$ cat src/rtl/core/gsoc_pkg.sv
// Shared types and constants for the gyro still-offset calibrator.
package gsoc_pkg;

  localparam int COUNT_BITS_DEF = 16;
  localparam int NUM_AXES       = 3;
  localparam int GYRO_W         = 16;
  localparam int STEP_W         = 16;
  localparam int DUR_W          = 32;
  localparam int LIMIT_W        = 31;
  localparam int CFG_IDX_W      = 2;

  localparam logic [DUR_W-1:0]   DURATION_RST  = 32'd3000000;
  localparam logic [LIMIT_W-1:0] VAR_LIMIT_RST = 31'd100;

  localparam logic [CFG_IDX_W-1:0] REG_DURATION    = 2'd0;
  localparam logic [CFG_IDX_W-1:0] REG_VAR_LIMIT_X = 2'd1;
  localparam logic [CFG_IDX_W-1:0] REG_VAR_LIMIT_Y = 2'd2;
  localparam logic [CFG_IDX_W-1:0] REG_VAR_LIMIT_Z = 2'd3;

  // per-lane control from the sequencer
  typedef struct packed {
    logic acc;    // add the sample to the sums
    logic clr;    // clear the sums
    logic start;  // close the window: start mean/variance
  } lane_ctl_t;

  // per-lane verdict at window close
  typedef struct packed {
    logic                     valid;
    logic                     ok;
    logic signed [GYRO_W-1:0] mean;
  } lane_res_t;

endpackage

$ cat src/rtl/core/gsoc_merge.sv
// Combines the lane verdicts and holds the latched offsets.
module gsoc_merge (
  input  logic                               clk,
  input  gsoc_pkg::lane_res_t                res [gsoc_pkg::NUM_AXES],
  input  logic                               commit,
  output logic                               ok,
  output logic signed [gsoc_pkg::GYRO_W-1:0] cap_mean [gsoc_pkg::NUM_AXES],
  output logic signed [gsoc_pkg::GYRO_W-1:0] store [gsoc_pkg::NUM_AXES]
);

  logic all_ok;

  always_comb begin
    all_ok = 1'b1;
    for (int i = 0; i < gsoc_pkg::NUM_AXES; i++) begin
      all_ok = all_ok & res[i].ok;
    end
  end

  always_ff @(posedge clk) begin
    if (res[0].valid) begin
      ok <= all_ok;
      for (int i = 0; i < gsoc_pkg::NUM_AXES; i++) begin
        cap_mean[i] <= res[i].mean;
      end
    end
    if (commit && ok) begin
      for (int i = 0; i < gsoc_pkg::NUM_AXES; i++) begin
        store[i] <= cap_mean[i];
      end
    end
  end

endmodule

$ cat config.mk
export PLATFORM = sky130hd
export DESIGN_NAME = gsoc_merge
export DESIGN_NICKNAME = d
export VERILOG_FILES = /design/src/rtl/core/gsoc_pkg.sv /design/src/rtl/core/gsoc_merge.sv
export SDC_FILE = /design/constraint.sdc
export NUM_CORES = 1
export LEC_CHECK = 0
export BUFFER_PORTS_ARGS = -buffer_cell sky130_fd_sc_hd__buf_4
export CAP_MARGIN = 20
export CORE_MARGIN = 2
export CORE_UTILIZATION = 34
export DETAILED_ROUTE_END_ITERATION = 8
export PLACE_DENSITY = 0.66
export SYNTH_ARGS = -nofsm -noshare
export SYNTH_HDL_FRONTEND = slang
export SYNTH_SLANG_ARGS = --single-unit
$ cat constraint.sdc
create_clock -name clk -period 1.8 [get_ports clk]
set_input_delay 0.09 -clock clk [delete_from_list [all_inputs] [get_ports clk]]
set_output_delay 0.09 -clock clk [all_outputs]
set_load 0.005 [all_outputs]
## After elaboration in Yosys (flattened, before gate mapping)

Index checks and enable logic that the tools add are counted.

| storage, ports and cells | value |
|---|---|
| output and inout bits | 97 |
| flip-flop bits (word level) | 97 |

| operators by class | value |
|---|---|
| bitwise gates (word level) | 2 |
| reduce and logical (&&, ||, !) cells | 1 |

Operator list:

| cell | number |
|---|---|
| 1-bit bitwise AND | 2 |
| 1-bit logical AND | 1 |

## Longest topological paths before layout

| depth | value |
|---|---|
| word-level depth | 2 |
| gate-level depth with buffers | 1 |
| gate-level depth less buffers | 1 |

## Least setup slack after synthesis

No wires, ideal clock.

| timing path | value |
|---|---|
| path kind | reg2reg |
| start | reg ok |
| end | reg store[0] (netlist name), enable pin |
| period minus slack after synthesis | 1.917 ns |
| data required time | 1.390 ns |
| arrival | 1.507 ns |
| library setup time | 0.410 ns |
| setup slack | -0.117 ns |
| cell stages (with the launch flop) | 2 |
| cells stage by stage | edfxtp_1 and2_1 |

| on the way | value |
|---|---|
| word-level cells in the longest chain between the ends | 1 |

Ends and longest elaborated chain:

| what | RTL line | text |
|---|---|---|
| from (decl) | gsoc_merge.sv:6 | `output logic ok,` |
| from (signal assigned) | gsoc_merge.sv:22 | `ok <= all_ok;` |
| 1-bit logical AND | gsoc_merge.sv:27 | `if (commit && ok) begin` |
| to (signal, indexed assignment) | gsoc_merge.sv:29 | `store[i] <= cap_mean[i];` |
| to (decl) | gsoc_merge.sv:8 | `output logic signed [gsoc_pkg::GYRO_W-1:0] store [gsoc_pkg::NUM_AXES]` |

Every way passes these cells.
A chain may end at the register's enable or synchronous reset.

## Final worst setup path

| timing path | value |
|---|---|
| start | reg ok |
| end | reg store[14] (netlist name), enable pin |

Same word-level chain as after synthesis.

==> out/results.txt <==
Hold repair after CTS inserted 48 buffers. For this block, the routed nets add up to 6150 um of wire. From bottom edge to top edge, the die measures 96.8 um. The run gives 0 as the post-cts resize count.

The arrival time at the worst endpoint is 1.14 ns, and the clock skew after layout is 0.0105 ns. The setup TNS came out at 0 ns. The wire length per cell after detailed routing was 14.7 um; the number of unique standard cell types used by synthesis was 3. The detailed router finished its first iteration with 30 violations. The number of iterations in the first detailed-routing pass came out at 5. The number of antenna diodes in the final layout is 0. The initialized floorplan defines 33 standard-cell rows.

The proportion of netlist area held by the largest area contributor was 99.6%. Share of post-route cells with drive strength above 1: 53.2%. After synthesis, the cell types taking the most area are sky130_fd_sc_hd__edfxtp_1 100%, sky130_fd_sc_hd__and2_1 0.21%, sky130_fd_sc_hd__and3_1 0.21%. Synthesis inferred 97 register bits. The startpoint type of the worst setup path is a register. The cell area that synthesis handed to floorplanning was 0.00293 mm^2. The post-layout total power is 4.48 mW, and the maximum fanout along the worst path is 48.

Internal power comes to 3.55 mW. Each instance of the synthesized netlist takes up on average 29.5 um^2. On the worst path, the slowest cell contributes a delay of 0.36 ns. The signal on the critical path passes through and2_2, buf_12. After clock tree synthesis, the clock-pin slew on the worst setup and hold paths is 0.08 ns.

The run gives 99.6% as the sequential fraction of the synthesis area. Minimum period implied by the final worst setup slack: 1.11 ns. The post-synthesis cell count is 99. For this design, the slowest cell found on the critical path is sky130_fd_sc_hd__edfxtp_1. The total overflow left after global routing is 0. For this block, the via count after detailed routing is 1790.

STA puts the critical path data required time at 1.83 ns. Fill cells in the final layout number 645. Yosys printed 0 warnings.

The fraction of power consumed by the clock network is 31.1%, and the number of top-level design ports is 153. Static timing analysis puts the maximum clock frequency at 898 MHz. Once detail routing completed, the nets flagged for antenna violations numbered 0. Sequential cells account for 59.9% of the total power. The via count of the first global-routing pass was 1899. The tools report the global router's overall resource usage as 13.7%.

The flow ran to the end, and the final reports show no timing, DRC or antenna violations. The tree is rooted in a sky130_fd_sc_hd__clkbuf_8. The final number of hold-violating endpoints came out at 0. Counting the buffers created by CTS gives 9. The max-slew violation total from the final report is 0. At the pin with the least slew margin, the transition time is 0.634 ns. The number of buffers added on ports was 150.

In the finished design, the share of the clock period the worst path needs comes to 61.9%. The global-route wire length before repair was 9830 um; the combinational share of power was 9.0%. The die covers 0.00936 mm^2. The critical path in this run is classified as register to register. STA classifies the critical path endpoint as a register. The ratio of total power to cell area is 917 mW/mm^2. The detail-routed via count per cell was 4.27. The tools report the layout net count as 365. TritonCTS built the clock tree. The synthesized design spends more area on one cell type than any other, namely sky130_fd_sc_hd__edfxtp_1. The clock insertion delay at the later pin of the skew report came out at 0.35 ns. For this run, design rule violations remaining after detail routing come to 0. Setup repair after global routing left no endpoint under its margin. The final count of negative-setup-slack endpoints came out at 0. Headroom to the max-slew limit came out at 57.7%. In this run the static leakage power is 1.96 nW.

The die is 96.8 um wide. Number of buffers on the longest clock path: 2. The net switching share of the total power was 20.7%. Worst ir drop on vdd: 0.481 mV. The logs give 0.00826 mm^2 for the area of the core and 50 for the largest net degree at the start of global routing. In this run the number of H-tree levels came out at 3.

For the post-CTS setup repair buffer count, the log shows 0. The tools report the TritonCTS sink count as 97. The relative area change from synthesis to final layout is 66.9%. The analysis attributes to net switching a power of 0.928 mW. Hold is met by 0.0524 ns. Routability-driven placement congestion ratio: 0.667.

The initial antenna violation count came out at 0. The net count after synthesis was 155. The path class of the lowest-slack min-delay path was primary input to register. For this configuration, the core starts out at a cell density of 35.4%.

Max-cap violations in this run came to 0.
final cells by class:
cell class	count	area [um^2]	share of cell area, %
well taps	105	131	2.69
multi-input cells	2	13.8	0.282
clock buffers	9	124	2.54
clock inverters	7	75.1	1.54
repair buffers	199	1630	33.3
flip-flops and latches	97	2910	59.6
metal layers:
metal  routed length, um  part of all wire [%]  up-vias  GRT usage, %
met4                 133                   2.2        0          6.93
met1                2230                    36      855          14.7
li1                    -                     -      821             -
met2                3320                    54      100          24.0
met5                   0                     0        -             0
met3                 470                   7.6       14          4.55
cell families after synthesis:
kind of cell / share of synthesized area (%)
flops: 99.6
simple gates: 0.428
registers in the layout (all words and copies together), names as in the netlist:
| signal | count |
|---|---|
| cap_mean | 48 |
| store | 48 |
| ok | 1 |
layout by cell type (no fill, tap or decap), drive strengths merged:
cell,netlist,layout
buf,0,151
edfxtp,97,97
dlygate4sd3,0,48
clkbuf,0,9
inv,0,3
clkinvlp,0,2
and2,1,1
and3,1,1
bufinv,0,1
clkinv,0,1
power groups by stage:
stage               clock network (mW)  logic, mW  registers, mW
global route                      1.55      0.434           2.70
detailed placement                   0      0.323           2.74
floorplan                            0     0.0191           2.74
CTS                               1.44      0.409           2.69
finish                            1.39      0.403           2.68
global placement                     0      0.318           2.73
critical path, delay by kind of cell (launching register included):
family / cells / cell delay (ns)
simple gates: 1 / 0.17
flops: 1 / 0.36
buf+inv: 1 / 0.26
cells in the mapped netlist:
cell,number
sky130_fd_sc_hd__and3_1,1
sky130_fd_sc_hd__and2_1,1
sky130_fd_sc_hd__edfxtp_1,97
path summary, 6_finish.rpt:
| path | start | endpoint | slack (ns) | cells after the start |
|---|---|---|---|---|
| min | res[34] | ok | 0.05 | 2 |
| max | ok | store[14] | 0.69 | 2 |
| min reg2reg | cap_mean[17] | store[17] | 0.45 | 0 |
| max reg2reg | ok | store[14] | 0.69 | 2 |
metrics by stage:
step,setup WS (ns),cells,instance area (um^2),utilization [%]
after floorplan,0.397,99,2930,-
after global placement,0.710,355,4200,50.9
after detailed placement,0.693,355,4200,50.9
after CTS,0.678,419,4880,59.1
after global routing,0.644,419,4880,59.1
final,0.686,419,4880,59.1
(Power assumes the default switching activity.)
