## src/rtl/core/gsoc_pkg.sv

```systemverilog
// Shared types and constants for the gyro still-offset calibrator.
package gsoc_pkg;

  localparam int COUNT_BITS_DEF = 16;
  localparam int NUM_AXES       = 3;
  localparam int GYRO_W         = 16;
  localparam int STEP_W         = 16;
  localparam int DUR_W          = 32;
  localparam int LIMIT_W        = 31;
  localparam int CFG_IDX_W      = 2;

  localparam logic [DUR_W-1:0]   DURATION_RST  = 32'd3000000;
  localparam logic [LIMIT_W-1:0] VAR_LIMIT_RST = 31'd100;

  localparam logic [CFG_IDX_W-1:0] REG_DURATION    = 2'd0;
  localparam logic [CFG_IDX_W-1:0] REG_VAR_LIMIT_X = 2'd1;
  localparam logic [CFG_IDX_W-1:0] REG_VAR_LIMIT_Y = 2'd2;
  localparam logic [CFG_IDX_W-1:0] REG_VAR_LIMIT_Z = 2'd3;

  // per-lane control from the sequencer
  typedef struct packed {
    logic acc;    // add the sample to the sums
    logic clr;    // clear the sums
    logic start;  // close the window: start mean/variance
  } lane_ctl_t;

  // per-lane verdict at window close
  typedef struct packed {
    logic                     valid;
    logic                     ok;
    logic signed [GYRO_W-1:0] mean;
  } lane_res_t;

endpackage

```

## src/rtl/core/gsoc_lane.sv

```systemverilog
// One axis lane: sum and sum of squares, bit-serial divide, variance check.
module gsoc_lane #(
  parameter int COUNT_BITS = gsoc_pkg::COUNT_BITS_DEF
) (
  input  logic                                clk,
  input  logic                                rst,
  input  gsoc_pkg::lane_ctl_t                 ctl,
  input  logic signed [gsoc_pkg::GYRO_W-1:0]  sample,
  input  logic [COUNT_BITS-1:0]               count,
  input  logic [gsoc_pkg::LIMIT_W-1:0]        limit,
  output gsoc_pkg::lane_res_t                 res
);

  localparam int SUM_W = COUNT_BITS + 16;
  localparam int SQ_W  = COUNT_BITS + 31;
  localparam int CNT_W = $clog2(SQ_W + 1);
  localparam int Q_W   = 17;

  logic signed [SUM_W-1:0] sum;
  logic [SQ_W-1:0]         sqsum;
  logic signed [31:0]      prod;

  logic [SQ_W-1:0]         dv_a, dv_b;
  logic [COUNT_BITS-1:0]   rem_a, rem_b, divisor;
  logic [CNT_W-1:0]        step_cnt;
  logic                    neg, busy, sq_ph, chk_ph;
  logic [2*Q_W-1:0]        sq;
  logic signed [15:0]      mean;
  logic [SUM_W-1:0]        mag;

  logic [COUNT_BITS:0]     ta, tb, dsr;
  logic                    ge_a, ge_b;
  logic [COUNT_BITS:0]     ra_next, rb_next;
  logic [Q_W-1:0]          qa;
  logic [SQ_W-1:0]         sq_ext, diff;

  assign prod = sample * sample;
  assign mag  = sum[SUM_W-1] ? $unsigned(-sum) : $unsigned(sum);

  // restoring divide, one quotient bit per cycle for both dividends
  assign dsr     = {1'b0, divisor};
  assign ta      = {rem_a, dv_a[SQ_W-1]};
  assign tb      = {rem_b, dv_b[SQ_W-1]};
  assign ge_a    = (ta >= dsr);
  assign ge_b    = (tb >= dsr);
  assign ra_next = ge_a ? ta - dsr : ta;
  assign rb_next = ge_b ? tb - dsr : tb;

  assign qa     = dv_a[Q_W-1:0];
  assign sq_ext = {{(SQ_W-2*Q_W){1'b0}}, sq};
  assign diff   = (dv_b >= sq_ext) ? dv_b - sq_ext : '0;

  always_ff @(posedge clk) begin
    if (rst || ctl.clr) begin
      sum   <= '0;
      sqsum <= '0;
    end else if (ctl.acc) begin
      sum   <= sum + {{(SUM_W-16){sample[15]}}, sample};
      sqsum <= sqsum + {{(SQ_W-32){1'b0}}, $unsigned(prod)};
    end
  end

  always_ff @(posedge clk) begin
    if (rst) begin
      busy   <= 1'b0;
      sq_ph  <= 1'b0;
      chk_ph <= 1'b0;
    end else begin
      chk_ph <= sq_ph;
      sq_ph  <= busy && (step_cnt == CNT_W'(1));
      if (ctl.start) begin
        busy <= 1'b1;
      end else if (busy && (step_cnt == CNT_W'(1))) begin
        busy <= 1'b0;
      end
    end
  end

  always_ff @(posedge clk) begin
    if (ctl.start) begin
      dv_a     <= {{(SQ_W-SUM_W){1'b0}}, mag};
      dv_b     <= sqsum;
      rem_a    <= '0;
      rem_b    <= '0;
      divisor  <= count;
      neg      <= sum[SUM_W-1];
      step_cnt <= CNT_W'(SQ_W);
    end else if (busy) begin
      dv_a     <= {dv_a[SQ_W-2:0], ge_a};
      dv_b     <= {dv_b[SQ_W-2:0], ge_b};
      rem_a    <= ra_next[COUNT_BITS-1:0];
      rem_b    <= rb_next[COUNT_BITS-1:0];
      step_cnt <= step_cnt - CNT_W'(1);
    end
    if (sq_ph) begin
      sq   <= qa * qa;
      mean <= neg ? -$signed(qa[15:0]) : $signed(qa[15:0]);
    end
    if (chk_ph) begin
      res.ok   <= (diff <= {{(SQ_W-gsoc_pkg::LIMIT_W){1'b0}}, limit});
      res.mean <= mean;
    end
    if (rst) begin
      res.valid <= 1'b0;
    end else begin
      res.valid <= chk_ph;
    end
  end

endmodule

```

## config.mk

```make
export PLATFORM = sky130hd
export DESIGN_NAME = gsoc_lane
export DESIGN_NICKNAME = d
export VERILOG_FILES = /design/src/rtl/core/gsoc_pkg.sv /design/src/rtl/core/gsoc_lane.sv
export SDC_FILE = /design/constraint.sdc
export NUM_CORES = 2
export LEC_CHECK = 0
export BUFFER_PORTS_ARGS = -buffer_cell sky130_fd_sc_hd__buf_2
export CORE_ASPECT_RATIO = 1.4
export CORE_MARGIN = 2
export CORE_UTILIZATION = 66
export CTS_CLUSTER_DIAMETER = 80
export DETAILED_ROUTE_END_ITERATION = 6
export HOLD_SLACK_MARGIN = 0.08
export PLACE_DENSITY = 0.83
export SETUP_SLACK_MARGIN = 0.5
export SLEW_MARGIN = 15
export SYNTH_ARGS = -nofsm -noshare
export SYNTH_HDL_FRONTEND = slang
export SYNTH_SLANG_ARGS = --single-unit
```

## constraint.sdc

```tcl
create_clock -name clk -period 10.4 [get_ports clk]
set_input_delay 1.04 -clock clk [delete_from_list [all_inputs] [get_ports clk]]
set_output_delay 1.04 -clock clk [all_outputs]
set_load 0.005 [all_outputs]
```

# Word-level counts from Yosys, hierarchy flattened
# Cells that the tools add are included.
[totals]
regBits = 299
latch_bits = 0
ramBits = 0
rom_bits = 0
out_inout_bits = 18
word_cells = 48
n_memories = 0
[op_classes]
n_addsub = 8
n_mul = 2
div = 0
n_lt_le_gt_ge = 4
n_eq_ne = 1
n_shift = 0
mux = 11
n_bitwise = 0
n_reduce_logical = 4
[ops]
columns = ["op", "count"]
rows = [
  ["2-to-1 mux 47 bit", 3],
  ["2-to-1 mux 32 bit", 3],
  ["2-to-1 mux 16 bit", 3],
  ["adder 47 x 32 -> 47 bit", 1],
  [">= comparator 47 x 34 -> 1 bit", 1],
  ["<= comparator 47 x 31 -> 1 bit", 1],
  ["subtractor 47 x 34 -> 47 bit", 1],
  [">= comparator 17 x 16 -> 1 bit", 2],
  ["multiplier 17 x 17 -> 34 bit", 1],
  ["adder 32 bit", 1],
  ["multiplier 16 x 16 -> 32 bit", 1],
  ["negation 32 bit", 1],
  ["subtractor 16 bit", 2],
  ["negation 16 bit", 1],
  ["== test 6 x 1 -> 1 bit, second input constant", 1],
  ["subtractor 6 x 1 -> 6 bit, second input constant", 1],
  ["nonzero test 2 bit", 2],
  ["2-to-1 mux 1 bit", 2],
  ["logical AND 1 bit", 1],
  ["logical OR 1 bit", 1],
]

# Longest topological paths before layout
[depth]
word_depth = 4
mapped_depth = 36
mapped_depth_nobuf = 34

# Worst setup path before layout
# Ideal clock, no wire load.
[synth_path]
path_type = "in2reg"
startpoint = "input sample[15] in the netlist's numbering"
endpoint = "register sqsum[44]"
setup_ps = 116
arrival_ps = 8237
t_required_ps = 10284
slack_ps = 2047
stages = 28
n_path_buf = 2
path_cell_list = "clkbuf_1 > buf_1 > nand2_1 > inv_1 > fa_1 > inv_1 > fa_1 > inv_1 > fa_1 > fa_1 > fa_1 > fa_1 > ha_1 > a21o_1 > a21o_1 > a21o_1 > a21oi_1 > nor2b_1 > a311oi_1 > nand2_1 > a211o_1 > a21oi_1 > xnor2_1 > ha_1 > nand4_1 > o31ai_2 > a211oi_1 > a31o_2"
[synth_via]
elab_chain_cells = 2
[synth_rtl]
columns = ["item", "line", "rtl"]
rows = [
  ["start: declaration", "gsoc_lane.sv:8", "input logic signed [gsoc_pkg::GYRO_W-1:0] sample,"],
  ["multiplier 16 x 16 -> 32 bit", "gsoc_lane.sv:37", "assign prod = sample * sample;"],
  ["adder 47 x 32 -> 47 bit", "gsoc_lane.sv:59", "sqsum <= sqsum + {{(SQ_W-32){1'b0}}, $unsigned(prod)};"],
  ["end signal: assignment", "gsoc_lane.sv:59", ""],
  ["end: declaration", "gsoc_lane.sv:20", "logic [SQ_W-1:0] sqsum;"],
]
# No other way between the ends.
# A chain may end at the register's enable or synchronous reset.

# Final worst setup path
[layout_path]
startpoint = "input sample[1] in the netlist's numbering"
endpoint = "register sqsum[41]"
# Same word-level chain as after synthesis.

==> flow_summary.yaml <==
layout:
  net_count_of_the_finished_layout: 4822
  drive_above_1_share_pct: 6.33
  num_antenna_cells: 0
  syn_to_final_growth_pct: 6.03
  fillerInstances: 4047
worst_hold_path:
  worstHoldEndpoint: "res[2]"
  timing.hold.worst_path_depth: 0
  holdCritPathClass: "flip-flop to flip-flop"
  timing.hold.worst.start: "mean[2]"
setup_path:
  slowest_delay_ns: 0.55
  timing.setup.critical_path_class: "input pin to flip-flop"
  critical_path.startpoint_type: "input pin"
  critPathRequiredTime_ns: 10.87
  r2r.worst_path.cells: 21
  crit_path_top_delay_cell: "sky130_fd_sc_hd__or4_1"
  crit-reg2reg-launch: "dv_a[5]"
  reg2reg_setup_slack_ns: 3.00
  regToRegEndpoint: "sq[32]"
  timing.critical_path.to_type: "flip-flop"
  crit_top_cell: "sky130_fd_sc_hd__fa_1"
  timing.critical_path.arrival_ns: 9.17
  maximum_fanout_along_the_worst_path: 15
global_routing:
  grt_max_degree: 71
  antenna_found_initial: 0
  grt_overflow: 0
  grt_first_pass_wirelength_mm: 143
  grt.total_usage_pct: 31.3
  vias_in_the_first_global_route: 29500
routing:
  wl_mm: 87.6
  antenna_left: 0
  route.detailed.wl_per_inst_um: 18.6
  drt-vias-per-instance: 5.95
  detailedRoute.firstPassIterationCount: 6
  route.vias.total: 28000
  drtIter0Drc: 1910
  drc: 0
logic_synthesis:
  post_synth.cell_area_avg_um2: 9.19
  ys_seq_area_share_pct: 20.8
  syn_std_cell_area_um2: 36300
  async_reset_ff_share_pct: 0
  synth_ff_type: "sky130_fd_sc_hd__edfxtp_1"
  synth-edff-count: 161
  netlist-cell-type-count: 78
  netlist_instances: 3950
  yosys_register_bits: 297
  syn_nets: 4817
  synth_warnings: 0
clock_tree:
  clock_tree.root_cell: "sky130_fd_sc_hd__clkbuf_16"
  cts_max_path_buffers: 3
  numCtsBuffers: 34
  cts.reportedPaths.clkPinSlew_ns: 0.06
  hold_buffers: 0
  tritoncts: "done"
  cts_num_sinks: 297
  cts_resized: 0
  clock_latency_late_sink_ns: 0.56
  cts_max_level: 2
  post_cts.repair.setup_buffers: 0
timing:
  worstMarginPinSlew_ns: 1.15
  final.min_clock_period_ns: 8.70
  clock.fmax_mhz: 115
  post-route-period-util_pct: 83.6
  setup_tns_ns: 0
  number_of_hold_slack_violations_in_the_final_timing_report: 0
  finClkSkew_ns: 0.0238
  final_max_slew_viol_count: 0
  worst_relative_slew_slack_pct: 23.0
  finalSetupViolations: 0
  setup_repair_after_global_routing_missed_its_margin: "no"
die:
  dieHeight_um: 282
  std_cell_rows: 101
  top_level_ports: 86
  coreArea_um2: 54300
  dieWidth_um: 202
  floorplan.die_area_um2: 56900
  floorplan.initialDensity_pct: 66.8
outcome:
  run_status: "completed"
place:
  numPortBuffers: 85
  hpwl_after_detailed_placement_mm: 68.8
  place_congestion: 0.943
job:
  cap_violations: 0
-- worst max-delay path by stage --
| stage | start | slack, ns | to |
|---|---|---|---|
| CTS | sample[1] | 1.84 | sqsum[41] |
| floorplan | sample[15] | 2.05 | sqsum[44] |
| finish | sample[1] | 1.70 | sqsum[41] |
| global route | sample[1] | 1.19 | sqsum[41] |
| detailed placement | sample[1] | 1.29 | sqsum[41] |
| global placement | sample[1] | 1.46 | sqsum[39] |
-- Yosys cell counts, types with 32 or more instances --
master                       n  share of area, %
sky130_fd_sc_hd__inv_1     674               7.0
sky130_fd_sc_hd__fa_1      433                24
sky130_fd_sc_hd__ha_1      366                13
sky130_fd_sc_hd__nor2_1    306               3.2
sky130_fd_sc_hd__nand2_1   303               3.1
sky130_fd_sc_hd__a21oi_1   192               2.6
sky130_fd_sc_hd__edfxtp_1  161                13
sky130_fd_sc_hd__xnor2_1   137               3.3
sky130_fd_sc_hd__dfxtp_1   136               7.5
sky130_fd_sc_hd__clkbuf_1  118               1.2
sky130_fd_sc_hd__o21ai_0   107               1.5
sky130_fd_sc_hd__a21o_1     93               1.9
sky130_fd_sc_hd__and2_1     93               1.6
sky130_fd_sc_hd__xor2_1     89               2.1
sky130_fd_sc_hd__mux2i_1    67               1.8
sky130_fd_sc_hd__nand3_1    59              0.81
sky130_fd_sc_hd__nor3_1     54              0.74
sky130_fd_sc_hd__mux2_2     49               1.5
sky130_fd_sc_hd__nor2b_1    42              0.72
sky130_fd_sc_hd__nand4_1    41              0.71
sky130_fd_sc_hd__a211oi_1   38              0.79
sky130_fd_sc_hd__o21a_1     32              0.66
-- registers in the layout (all words and copies together) (netlist names) --
signal	flops
divisor	16
dv_a	47
sum	32
rem_b	16
sq	33
rem_a	16
neg	1
step_cnt	6
res	18
sqsum	47
sq_ph	1
chk_ph	1
mean	15
busy	1
dv_b	47
-- final cells by class --
cell class | instances | area (um^2) | share of cell area, %
Clock buffer | 43 | 916 | 2.38
Clock inverter | 19 | 298 | 0.773
Tap cell | 721 | 902 | 2.34
Timing Repair Buffer | 105 | 582 | 1.51
Inverter | 677 | 2540 | 6.60
Sequential cell | 297 | 7560 | 19.6
Multi-Input combinational cell | 2840 | 25700 | 66.8
-- critical path, delay by kind of cell --
family / cells / cell delay (ns)
fa+ha+maj: 8 / 3.29
simple gates: 8 / 1.99
compound gates: 10 / 1.70
buf+inv: 6 / 0.95
xor+xnor: 1 / 0.21
-- per-stage QoR --
step	utilization (%)	hold slack, ns	cells	area [um^2]	worst slack, ns
4_1_cts	70.9	0.418	4702	38500	1.84
3_3_place_gp	68.6	0.401	4640	37300	1.46
5_1_grt	70.9	0.423	4702	38500	1.19
3_5_place_dp	68.6	0.405	4640	37300	1.29
6_report	70.9	0.417	4702	38500	1.70
2_1_floorplan	-	0.400	3950	36300	2.05
-- cells by family (layout without fill, tap and decap cells) --
logic type | count (synthesis) | after routing | share of synthesized area (%)
buf+inv | 813 | 844 | 8.43
flops | 297 | 297 | 20.8
compound gates | 655 | 655 | 11.8
simple gates | 1044 | 1044 | 13.7
mux | 116 | 116 | 3.37
fa+ha+maj | 799 | 799 | 36.5
xor+xnor | 226 | 226 | 5.45
-- routing by layer --
| metal | vias to the layer above | track usage (%) | share of wire, % |
|---|---|---|---|
| met4 | 0 | 16.4 | 5.4 |
| li1 | 13100 | - | - |
| met3 | 296 | 4.21 | 5.5 |
| met1 | 13600 | 36.1 | 38 |
| met2 | 981 | 56.8 | 52 |
| met5 | - | 0 | 0 |
-- cell usage in the layout (no fill, tap or decap), types with 20 or more instances in the layout --
cell type and instances:
sky130_fd_sc_hd__inv_1 673, sky130_fd_sc_hd__fa_1 433, sky130_fd_sc_hd__ha_1 366, sky130_fd_sc_hd__nor2_1 306
sky130_fd_sc_hd__nand2_1 303, sky130_fd_sc_hd__a21oi_1 191, sky130_fd_sc_hd__edfxtp_1 161, sky130_fd_sc_hd__xnor2_1 137
sky130_fd_sc_hd__dfxtp_1 133, sky130_fd_sc_hd__o21ai_0 107, sky130_fd_sc_hd__and2_1 93, sky130_fd_sc_hd__a21o_1 93
sky130_fd_sc_hd__xor2_1 89, sky130_fd_sc_hd__buf_2 84, sky130_fd_sc_hd__mux2i_1 67, sky130_fd_sc_hd__nand3_1 59
sky130_fd_sc_hd__nor3_1 54, sky130_fd_sc_hd__mux2_2 49, sky130_fd_sc_hd__nor2b_1 42, sky130_fd_sc_hd__nand4_1 41
sky130_fd_sc_hd__a211oi_1 38, sky130_fd_sc_hd__clkbuf_16 35, sky130_fd_sc_hd__o21a_1 32, sky130_fd_sc_hd__o31ai_1 31
sky130_fd_sc_hd__or3_1 27, sky130_fd_sc_hd__nand2b_1 26, sky130_fd_sc_hd__or4_1 20, sky130_fd_sc_hd__buf_4 20
Power is left out: the tool's default activity adds up to more than one toggle a clock period on the data nets, which glitch-free logic cannot reach.
